==> src/sv/bdh_pkg.sv <==
// ----------------------------------------------------------------------------
// bdh_pkg
// Shared types and constants for the button debouncer with hold limit.
// ----------------------------------------------------------------------------
package bdh_pkg;

    localparam int unsigned TIME_W       = 32;
    localparam int unsigned CFG_IDX_W    = 2;

    localparam logic [TIME_W-1:0] DEBOUNCE_TIME_RST = 32'd20;
    localparam logic [TIME_W-1:0] MAX_HOLD_TIME_RST = 32'd60000;

    // register indexes on the config port
    typedef enum logic [CFG_IDX_W-1:0] {
        CFG_DEBOUNCE_TIME = 2'd0,
        CFG_MAX_HOLD_TIME = 2'd1
    } t_cfg_idx;

    typedef struct packed {
        logic [TIME_W-1:0] debounce_time;
        logic [TIME_W-1:0] max_hold_time;
    } t_cfg;

    // one input sample
    typedef struct packed {
        logic              raw_down;
        logic [TIME_W-1:0] now_time;
    } t_in_word;

    // one result
    typedef struct packed {
        logic              press_pulse;
        logic              release_pulse;
        logic              release_was_forced;
        logic [TIME_W-1:0] last_hold_duration;
        logic              button_down;
        logic [TIME_W-1:0] held_duration;
        logic              locked_out;
    } t_out_word;

endpackage

==> src/sv/bdh_cfg.sv <==
// ----------------------------------------------------------------------------
// bdh_cfg
// Configuration register file: debounce time and maximum hold time.
// ----------------------------------------------------------------------------
module bdh_cfg (
    input  logic                          i_clk,
    input  logic                          i_rst_n,
    input  logic                          i_wr_en,
    input  logic [bdh_pkg::CFG_IDX_W-1:0] i_wr_index,
    input  logic [bdh_pkg::TIME_W-1:0]    i_wr_data,
    output bdh_pkg::t_cfg                 o_cfg
);

    bdh_pkg::t_cfg r_cfg;

    always_ff @(posedge i_clk) begin
        if (!i_rst_n) begin
            r_cfg.debounce_time <= bdh_pkg::DEBOUNCE_TIME_RST;
            r_cfg.max_hold_time <= bdh_pkg::MAX_HOLD_TIME_RST;
        end else if (i_wr_en) begin
            case (i_wr_index)
                bdh_pkg::CFG_DEBOUNCE_TIME: r_cfg.debounce_time <= i_wr_data;
                bdh_pkg::CFG_MAX_HOLD_TIME: r_cfg.max_hold_time <= i_wr_data;
                default: ; // unknown index: write dropped
            endcase
        end
    end

    assign o_cfg = r_cfg;

endmodule

==> src/sv/bdh_eval.sv <==
// ----------------------------------------------------------------------------
// bdh_eval
// Debounce state and the per-sample update; state advances when i_fire is high.
// ----------------------------------------------------------------------------
module bdh_eval (
    input  logic              i_clk,
    input  logic              i_rst_n,
    input  logic              i_fire,
    input  bdh_pkg::t_cfg     i_cfg,
    input  bdh_pkg::t_in_word i_word,
    output bdh_pkg::t_out_word o_word
);

    localparam int unsigned W = bdh_pkg::TIME_W;

    logic         r_seen, r_stable, r_forced, r_lockout;
    logic [W-1:0] r_chg_time, r_press_start, r_hold;

    logic         n_seen, n_stable, n_forced, n_lockout;
    logic [W-1:0] n_chg_time, n_press_start, n_hold;

    logic         level, seen_chg, deb_ok, press_p, release_p, force_rel, stable1;
    logic [W-1:0] since_chg, since_press;

    always_comb begin
        // lock-out masks the pin to up; a real release clears it
        n_lockout = r_lockout && i_word.raw_down;
        level     = i_word.raw_down && !r_lockout;

        seen_chg   = (level != r_seen);
        n_seen     = level;
        n_chg_time = seen_chg ? i_word.now_time : r_chg_time;
        since_chg  = seen_chg ? '0 : (i_word.now_time - r_chg_time);

        deb_ok = (r_stable != level) && (since_chg >= i_cfg.debounce_time);

        n_stable      = r_stable;
        n_forced      = r_forced;
        n_press_start = r_press_start;
        n_hold        = r_hold;
        press_p       = 1'b0;
        release_p     = 1'b0;
        since_press   = i_word.now_time - r_press_start;

        if (deb_ok) begin
            n_stable = level;
            n_forced = 1'b0;
            if (level) begin
                n_press_start = i_word.now_time;
                press_p       = 1'b1;
                since_press   = '0;
            end else begin
                release_p = 1'b1;
                n_hold    = since_press;
            end
        end

        stable1   = n_stable;
        force_rel = stable1 && (since_press >= i_cfg.max_hold_time);
        if (force_rel) begin
            n_stable   = 1'b0;
            release_p  = 1'b1;
            n_forced   = 1'b1;
            n_hold     = since_press;
            n_lockout  = 1'b1;
            n_seen     = 1'b0;
            n_chg_time = i_word.now_time;
        end

        o_word.press_pulse        = press_p;
        o_word.release_pulse      = release_p;
        o_word.release_was_forced = n_forced;
        o_word.last_hold_duration = n_hold;
        o_word.button_down        = n_stable;
        o_word.held_duration      = n_stable ? since_press : '0;
        o_word.locked_out         = n_lockout;
    end

    always_ff @(posedge i_clk) begin
        if (!i_rst_n) begin
            r_seen        <= 1'b0;
            r_stable      <= 1'b0;
            r_forced      <= 1'b0;
            r_lockout     <= 1'b0;
            r_chg_time    <= '0;
            r_press_start <= '0;
            r_hold        <= '0;
        end else if (i_fire) begin
            r_seen        <= n_seen;
            r_stable      <= n_stable;
            r_forced      <= n_forced;
            r_lockout     <= n_lockout;
            r_chg_time    <= n_chg_time;
            r_press_start <= n_press_start;
            r_hold        <= n_hold;
        end
    end

endmodule

==> src/sv/button_debounce_hold_limit_core.sv <==
// ----------------------------------------------------------------------------
// button_debounce_hold_limit_core
// Button debouncer with hold timeout, one sample per cycle when not stalled.
// ----------------------------------------------------------------------------
// Usage:
//   Input channel (i_in_valid / o_in_stall / i_in_word) takes one sample word:
//   raw pin level plus a wrapping millisecond timestamp. Every sample yields
//   exactly one result word on the output channel (o_out_valid / i_out_stall /
//   o_out_word) with press/release pulses, debounced level, hold times and the
//   lock-out flag.
//   Config channel (i_cfg_valid / o_cfg_ready) writes debounce_time (index 0)
//   or max_hold_time (index 1); other indexes are ignored. Write only while
//   the block is idle. o_cfg_ready is always high.
//   Path: an accepted sample goes into the input register, then the update
//   logic feeds the result register that presents the result word.
//   Throughput: one word per cycle unless the output stalls; the path is
//   a 32-bit subtract and compare chain through the state registers, which
//   update once per word.
//   Reset (synchronous, active low): all state cleared, debounce_time = 20,
//   max_hold_time = 60000, both pipeline stages empty.
//   Output stall: the result register holds; the input register still fills,
//   and o_in_stall rises once both stages are occupied.
// ----------------------------------------------------------------------------
module button_debounce_hold_limit_core (
    input  logic                          i_clk,
    input  logic                          i_rst_n,

    input  logic                          i_in_valid,
    output logic                          o_in_stall,
    input  bdh_pkg::t_in_word             i_in_word,

    output logic                          o_out_valid,
    input  logic                          i_out_stall,
    output bdh_pkg::t_out_word            o_out_word,

    input  logic                          i_cfg_valid,
    output logic                          o_cfg_ready,
    input  logic [bdh_pkg::CFG_IDX_W-1:0] i_cfg_index,
    input  logic [bdh_pkg::TIME_W-1:0]    i_cfg_data
);

    bdh_pkg::t_cfg      cfg;
    bdh_pkg::t_in_word  r_in_word;
    bdh_pkg::t_out_word r_out_word, eval_word;
    logic               r_in_valid, r_out_valid;
    logic               out_adv, in_adv, fire;

    assign o_cfg_ready = 1'b1;

    bdh_cfg u_cfg (
        .i_clk      (i_clk),
        .i_rst_n    (i_rst_n),
        .i_wr_en    (i_cfg_valid && o_cfg_ready),
        .i_wr_index (i_cfg_index),
        .i_wr_data  (i_cfg_data),
        .o_cfg      (cfg)
    );

    // result slot frees when empty or being taken
    assign out_adv    = !r_out_valid || !i_out_stall;
    // a held sample moves into the result register (and updates state)
    assign fire       = r_in_valid && out_adv;
    assign in_adv     = !r_in_valid || out_adv;
    assign o_in_stall = !in_adv;

    always_ff @(posedge i_clk) begin
        if (!i_rst_n) begin
            r_in_valid <= 1'b0;
        end else if (in_adv) begin
            r_in_valid <= i_in_valid;
        end
    end

    always_ff @(posedge i_clk) begin
        if (in_adv && i_in_valid) begin
            r_in_word <= i_in_word;
        end
    end

    bdh_eval u_eval (
        .i_clk   (i_clk),
        .i_rst_n (i_rst_n),
        .i_fire  (fire),
        .i_cfg   (cfg),
        .i_word  (r_in_word),
        .o_word  (eval_word)
    );

    always_ff @(posedge i_clk) begin
        if (!i_rst_n) begin
            r_out_valid <= 1'b0;
        end else if (out_adv) begin
            r_out_valid <= r_in_valid;
        end
    end

    always_ff @(posedge i_clk) begin
        if (fire) begin
            r_out_word <= eval_word;
        end
    end

    assign o_out_valid = r_out_valid;
    assign o_out_word  = r_out_word;

endmodule

==> config.mk <==
export PLATFORM = sky130hd
export DESIGN_NAME = button_debounce_hold_limit_core
export DESIGN_NICKNAME = d
export VERILOG_FILES = /design/src/sv/bdh_pkg.sv /design/src/sv/bdh_cfg.sv /design/src/sv/bdh_eval.sv /design/src/sv/button_debounce_hold_limit_core.sv
export SDC_FILE = /design/constraint.sdc
export NUM_CORES = 1
export LEC_CHECK = 0
export ABC_AREA = 1
export ABC_CLOCK_PERIOD_IN_PS = 7300
export BUFFER_PORTS_ARGS = -buffer_cell sky130_fd_sc_hd__clkbuf_2
export CORE_AREA = 5 5 173 175
export DETAILED_ROUTE_END_ITERATION = 8
export DIE_AREA = 0 0 178 180
export PLACE_DENSITY_LB_ADDON = 0.05
export SLEW_MARGIN = 20
export SYNTH_ARGS = -nofsm -noshare
export SYNTH_HDL_FRONTEND = slang
export SYNTH_SLANG_ARGS = --single-unit
==> constraint.sdc <==
create_clock -name i_clk -period 7.3 [get_ports i_clk]
set_clock_uncertainty 0.15 [all_clocks]
set_input_delay 1.46 -clock i_clk [delete_from_list [all_inputs] [get_ports i_clk]]
set_output_delay 1.46 -clock i_clk [all_outputs]
set_load 0.05 [all_outputs]
==> flow_summary.json, run 1 <==
{
  "path_max_fanout": 27,
  "maxCapViolCount": 0,
  "synth-main-ff-cell": "dfxtp_1",
  "p_seq_share_pct": 32.4,
  "critPathTopFamily": "simple AND/OR/NAND/NOR gates",
  "final_hold_viol_count": 0,
  "dieArea_sq_um": 32040,
  "finalNonFillerCells": 2932,
  "drc": 0,
  "drtPass1Iterations": 6,
  "root_buffer": "clkbuf_16",
  "synth_fp_nets": 2617,
  "period_needed_ns": 6.585,
  "numPortBuffers": 142,
  "critPathSlowestCell": "edfxtp_1",
  "cts_buffer_depth": 3,
  "max_stage_delay_ns": 0.41,
  "crit_type": "reg2reg",
  "p_clk_share_pct": 27.9,
  "drive_gt1_share_pct": 9.184,
  "gp_congestion": 0.9599,
  "wl_per_cell_um": 16.61,
  "rsz0062_at_grt": "false",
  "clock-sinks": 268,
  "pre_cts_ws_ns": 0.6570,
  "design.core.area_sq_um": 28310,
  "hold_path.class": "reg2reg",
  "postCtsHoldBufs": 0,
  "worstPathRequired_ns": 7.42,
  "fin_crit_sh_pct": 90.20,
  "dieWidth_um": 178,
  "switchingPower_mw": 2.223,
  "clock.fmax_mhz": 151.9,
  "synth.avg_cell_area_sq_um": 6.995,
  "io_pins": 144,
  "start_kind": "flip-flop",
  "ir_worst_vdd_mv": 0.2467,
  "final_cell_mix": "nand2_1, inv_1, nor2_1",
  "power_leakage_nw": 9.361,
  "cts-buffers-inserted": 29,
  "area_growth_pct": 11.79,
  "antenna_found_initial": 0,
  "overflow": 0,
  "power_density_nw_per_um2": 293.3,
  "cp.arrival_ns": 6.70,
  "num_rows": 62,
  "p_int_mw": 3.320,
  "worstMarginPinSlew_ns": 1.129,
  "layout_commonest_cell": "nand2_1",
  "ys_ff_latch": 268,
  "final_max_slew_viol_count": 0,
  "postRouteAntennaNets": 0,
  "nNetsFinal": 2726,
  "swShare_pct": 40.10,
  "endpoint_kind": "flip-flop",
  "cp-startpoint": "r_in_word[0]",
  "finalWorstSetupSlack_ns": 0.7154,
  "status": "finished, final reports clean",
  "synth-edff-count": 102,
  "power_frac_comb_pct": 39.7,
  "vias_per_cell": 5.395,
  "htreeDepth": 1,
  "cts_tree": "yes",
  "reg2reg_from": "r_in_word[0]",
  "ys_warn_count": 0,
  "initial_core_util_pct": 59.71,
  "setup-tns-final_ns": 0,
  "slew_headroom_pct": 24.71,
  "ff_latch_area_sq_um": 6386,
  "netlist_area_sq_um": 16910,
  "num_vias": 15817,
  "multi_input_area_sq_um": 8564,
  "grt_max_degree": 206,
  "worstHoldStart": "u_eval.r_press_start[28]",
  "grt_usage_pct": 29.92,
  "grt_pass1_vias": 14605,
  "dr.first_iter.drc_count": 1347,
  "grt_pass1_wl_um": 76790,
  "worstPathBufferInverterCount": 4,
  "final-setup-viol-count": 0,
  "placed_cell_area_sq_um": 17890,
  "async_reset_ff_share_pct": 0,
  "dp_hpwl_um": 37310,
  "fill_cells": 2537,
  "clk_pin_slew_ns": 0.06,
  "final_area_sq_um": 18900,
  "ys_types": 47,
  "routed_wl_um": 48700,
  "ys_seq_area_share_pct": 37.77,
  "die_y_um": 180,
  "cpMostUsedCell": "nand2_1",
  "synth_cells": 2417,
  "p_total_mw": 5.543,
  "worstSkewPairLatency_ns": 0.56,
  "antenna_cells": 0,
  "placedCellCount": 2879
}
[state kept, by name, indices dropped and copies added (netlist names)]
register and count:
o_out_valid 1, o_out_word 69, r_in_valid 1, r_in_word 33, u_cfg.o_cfg 64, u_eval.r_chg_time 32, u_eval.r_forced 1, u_eval.r_hold 32
u_eval.r_lockout 1, u_eval.r_press_start 32, u_eval.r_seen 1, u_eval.r_stable 1
[routing by layer]
layer	vias up	share of wire, %	GRT usage, %
met5	-	0	0
met1	7160	43	40.23
met4	0	4.9	12.28
met3	111	6.8	3.466
met2	591	45	48.96
li1	7955	-	-
[cells by family after synthesis]
family | count (synthesis) | synth area share (%)
other | 1 | 0.02218
and+or+nand+nor | 1063 | 25.98
adders and majority gates | 128 | 9.562
AOI/OAI and AO/OA | 428 | 13.59
DFF | 268 | 37.77
buffers and inverters | 502 | 11.68
xor gates and xnor gates | 27 | 1.399
[final timing paths]
path	end	slack [ns]	depth (start not counted)
min reg2reg	u_eval.r_press_start[28]	0.31	2
max	o_out_word[34]	0.72	33
max reg2reg	o_out_word[34]	0.72	33
min	u_eval.r_press_start[28]	0.31	2
[worst register-to-register path: cells and delay by family, from the launching register on]
kind | cells | cell delay (ns)
XOR/XNOR | 1 | 0.19
buffers and inverters | 4 | 0.88
AO/OA/AOI/OAI | 6 | 1.14
flip-flops | 1 | 0.41
adder cells (fa/ha/maj) | 4 | 1.16
AND/OR/NAND/NOR | 18 | 2.36
[area by class of cell]
class                      count  share of cell area, %
clock buffer                  39                  4.197
clock inverter                14                  1.099
inverter                     412                  8.183
multi-input combinational   1647                  45.32
sequential                   268                  33.79
tap                          384                  2.542
timing repair buffer         168                  4.873
[power groups by stage]
stage	clock network, mW	registers, mW	logic [mW]
final	1.55	1.79	2.20
after global placement	0	1.82	2.12
after CTS	1.56	1.79	2.16
after global routing	1.64	1.80	2.45
after floorplan	0	1.96	1.46
after detailed placement	0	1.82	2.16
[Yosys cell counts, drive strengths merged (24+ instances only)]
cell      n  share of area, %
clkbuf   49               1.1
nor2    242               5.4
a21oi   231               6.9
dfxtp   166                20
edfxtp  102                18
o21ai   136               4.0
xor2     24               1.2
ha      126               9.3
nand3   191               5.8
inv     412               9.1
buf      41               1.4
nand2   587                13
[stage by stage]
stage | hold slack [ns] | util, %
5_1_grt | 0.3169 | 66.75
4_1_cts | 0.3111 | 66.72
3_3_place_gp | 0.2936 | 63.18
6_report | 0.3050 | 66.75
2_1_floorplan | 0.2831 | -
3_5_place_dp | 0.3019 | 63.18
[repair_timing]
item,in CTS,in global routing
endpoints found under the setup margin,0,32
gates resized for setup,0,1
buffers inserted,0,0
Note: power is estimated with default switching activity, not from simulation.
==> run 2: changes to the inputs <==
--- a/config.mk
+++ b/config.mk
@@ -8,7 +8,7 @@
 export ABC_AREA = 1
-export ABC_CLOCK_PERIOD_IN_PS = 7300
+export ABC_CLOCK_PERIOD_IN_PS = 8100
 export BUFFER_PORTS_ARGS = -buffer_cell sky130_fd_sc_hd__clkbuf_2
-export CORE_AREA = 5 5 173 175
+export CORE_AREA = 5 5 176 178
 export DETAILED_ROUTE_END_ITERATION = 8
-export DIE_AREA = 0 0 178 180
+export DIE_AREA = 0 0 181 183
 export PLACE_DENSITY_LB_ADDON = 0.05
@@ -17,2 +17,3 @@
 export SYNTH_HDL_FRONTEND = slang
+export SYNTH_HIERARCHICAL = 1
 export SYNTH_SLANG_ARGS = --single-unit
==> constraint.sdc (replaced) <==
create_clock -name i_clk -period 8.1 [get_ports i_clk]
set_clock_uncertainty 0.15 [all_clocks]
set_input_delay 0.81 -clock i_clk [delete_from_list [all_inputs] [get_ports i_clk]]
set_output_delay 0.81 -clock i_clk [all_outputs]
set_load 0.05 [all_outputs]
==> run 2 against run 1 <==
Flip-flop and latch count is the same. Global-route usage is 0.41 points higher. Register-to-register slack lost 0.02 ns. Sequential share of layout area fell by 1.3 points. Largest power group unchanged.
==> flow_summary.json, run 2 <==
{
  "final_hold_viol_count": 0,
  "postRouteAntennaNets": 0,
  "rsz0062_at_grt": "false",
  "final_area_sq_um": 19670,
  "status": "finished, final reports clean",
  "worstMarginPinSlew_ns": 1.054,
  "final_cell_mix": "nand2_1, inv_1, nor2_1",
  "synth_top_area_share_pct": 18.58,
  "cts_resized": 0,
  "finalWorstSetupSlack_ns": 0.6976,
  "design.core.area_sq_um": 29240,
  "dr.first_iter.drc_count": 1634,
  "nNetsFinal": 2916,
  "overflow": 0,
  "dieWidth_um": 181,
  "worstPathBufferInverterCount": 4,
  "grt_usage_pct": 30.32,
  "drtPass1Iterations": 6,
  "area_growth_pct": 9.976,
  "synth_cells": 2635,
  "dieArea_sq_um": 33120,
  "placed_cell_area_sq_um": 18620,
  "final_max_slew_viol_count": 0,
  "antenna_cells": 0,
  "postCtsHoldBufs": 0,
  "grt_pass1_wl_um": 81440,
  "slew_headroom_pct": 29.70,
  "drc": 0,
  "ys_types": 47,
  "cts-buffers-inserted": 30,
  "synth.avg_cell_area_sq_um": 6.787,
  "cts_tree": "yes",
  "gp_congestion": 0.9384,
  "grt_pass1_vias": 15528,
  "layout_commonest_cell": "nand2_1",
  "clk_pin_slew_ns": 0.06,
  "p_total_mw": 4.717,
  "vias_per_cell": 5.375,
  "ys_ff_latch": 268,
  "final-setup-viol-count": 0,
  "numPortBuffers": 142,
  "dp_hpwl_um": 38940,
  "initial_core_util_pct": 61.16,
  "num_vias": 16824,
  "setup-tns-final_ns": 0,
  "worstPathRequired_ns": 8.38,
  "fin_crit_sh_pct": 91.39,
  "largest_reg_flops": 69,
  "cts_buffer_depth": 3,
  "antenna_found_initial": 0,
  "ys_warn_count": 6,
  "finalNonFillerCells": 3130,
  "power_density_nw_per_um2": 239.8,
  "clock.fmax_mhz": 135.1,
  "synth-main-ff-cell": "dfxtp_1",
  "ys_seq_area_share_pct": 35.71,
  "maxCapViolCount": 0,
  "async_reset_ff_share_pct": 0,
  "drive_gt1_share_pct": 9.672,
  "start_kind": "flip-flop",
  "fill_cells": 2650,
  "synth-edff-count": 102,
  "cp.arrival_ns": 7.68,
  "ir_worst_vdd_mv": 0.2014,
  "wl_per_cell_um": 16.63,
  "grt_max_degree": 192,
  "die_y_um": 183,
  "synth.most_common_cell": "nand2_1",
  "critPathSlowestCell": "a21oi_1",
  "hold_path.class": "in2reg",
  "routed_wl_um": 52070,
  "ys_top_cells_by_count": "nand2_1, inv_1, nor2_1, nand3_1, a21oi_1",
  "num_rows": 63,
  "path_max_fanout": 68,
  "endpoint_kind": "flip-flop",
  "yosys-top-cells-area": "dfxtp_1, edfxtp_1, nand2_1",
  "critPathTopFamily": "simple AND/OR/NAND/NOR gates",
  "netlist_area_sq_um": 17880,
  "max_stage_delay_ns": 0.58,
  "synth_area_leader_cell": "dfxtp_1",
  "worstSkewPairLatency_ns": 0.56,
  "placedCellCount": 3073,
  "crit_type": "reg2reg",
  "pre_cts_ws_ns": 0.7488,
  "period_needed_ns": 7.402,
  "htreeDepth": 1,
  "cpMostUsedCell": "nand2_1",
  "root_buffer": "clkbuf_16",
  "power_leakage_nw": 9.939,
  "cts_setup_buffers": 0,
  "clock-sinks": 268,
  "synth_fp_nets": 2835,
  "io_pins": 144
}
run 2: cells by family after synthesis:
group	synth area share, %
compound gates	10.16
xor+xnor	1.028
fa+ha+maj	9.039
buf+inv	12.91
flops	35.71
other cells	0.02097
simple gates	31.14
run 2: stage by stage:
| step | util [%] | hold slack (ns) |
|---|---|---|
| 2_1_floorplan | - | 0.2789 |
| 3_3_place_gp | 63.68 | 0.2966 |
| 3_5_place_dp | 63.68 | 0.3019 |
| 4_1_cts | 67.19 | 0.2521 |
| 5_1_grt | 67.26 | 0.2536 |
| 6_report | 67.26 | 0.2663 |
run 2: cell type report:
type / count / area [sq um] / area share (%)
flip-flops and latches: 268 / 6386 / 32.47
clock buffers: 41 / 853.3 / 4.338
repair buffers: 152 / 798.3 / 4.059
well taps: 390 / 488.0 / 2.481
clock inverters: 15 / 171.4 / 0.8715
multi-input cells: 1799 / 9226 / 46.91
inverters: 465 / 1745 / 8.874
run 2: worst paths after layout:
kind	end	startpoint	slack, ns	cells past startpoint
setup / recovery	u_eval/r_chg_time[17]	r_in_word[0]	0.70	35
hold / removal	r_in_word[13]	i_in_word[13]	0.27	1
setup reg to reg	u_eval/r_chg_time[17]	r_in_word[0]	0.70	35
hold reg to reg	u_eval/r_press_start[30]	u_eval/r_press_start[30]	0.31	2
run 2: worst reg2reg max path, delay by kind of cell (launching register included):
kind	cells	cell delay, ns
DFF	1	0.38
AOI/OAI and AO/OA	9	2.21
buffers and inverters	4	0.32
adders and majority gates	4	1.19
and+or+nand+nor	18	3.04
run 2: report_power, final:
| part | leakage (nW) | internal (mW) | switching (mW) |
|---|---|---|---|
| clock | 0.500 | 0.837 | 0.562 |
| combinational | 7.10 | 0.482 | 1.24 |
| sequential | 2.34 | 1.54 | 0.0611 |
| total | 9.94 | 2.86 | 1.86 |
run 2: per-layer routing:
metal  wire [um]  track usage [%]  share of wire (%)  up-vias
met5           0                0                  0        -
met4        2394            12.28                4.6        0
met3        3773            3.530                7.2      106
met2       24160            51.15                 46      640
met1       21740            40.08                 42     7616
li1            -                -                  -     8462
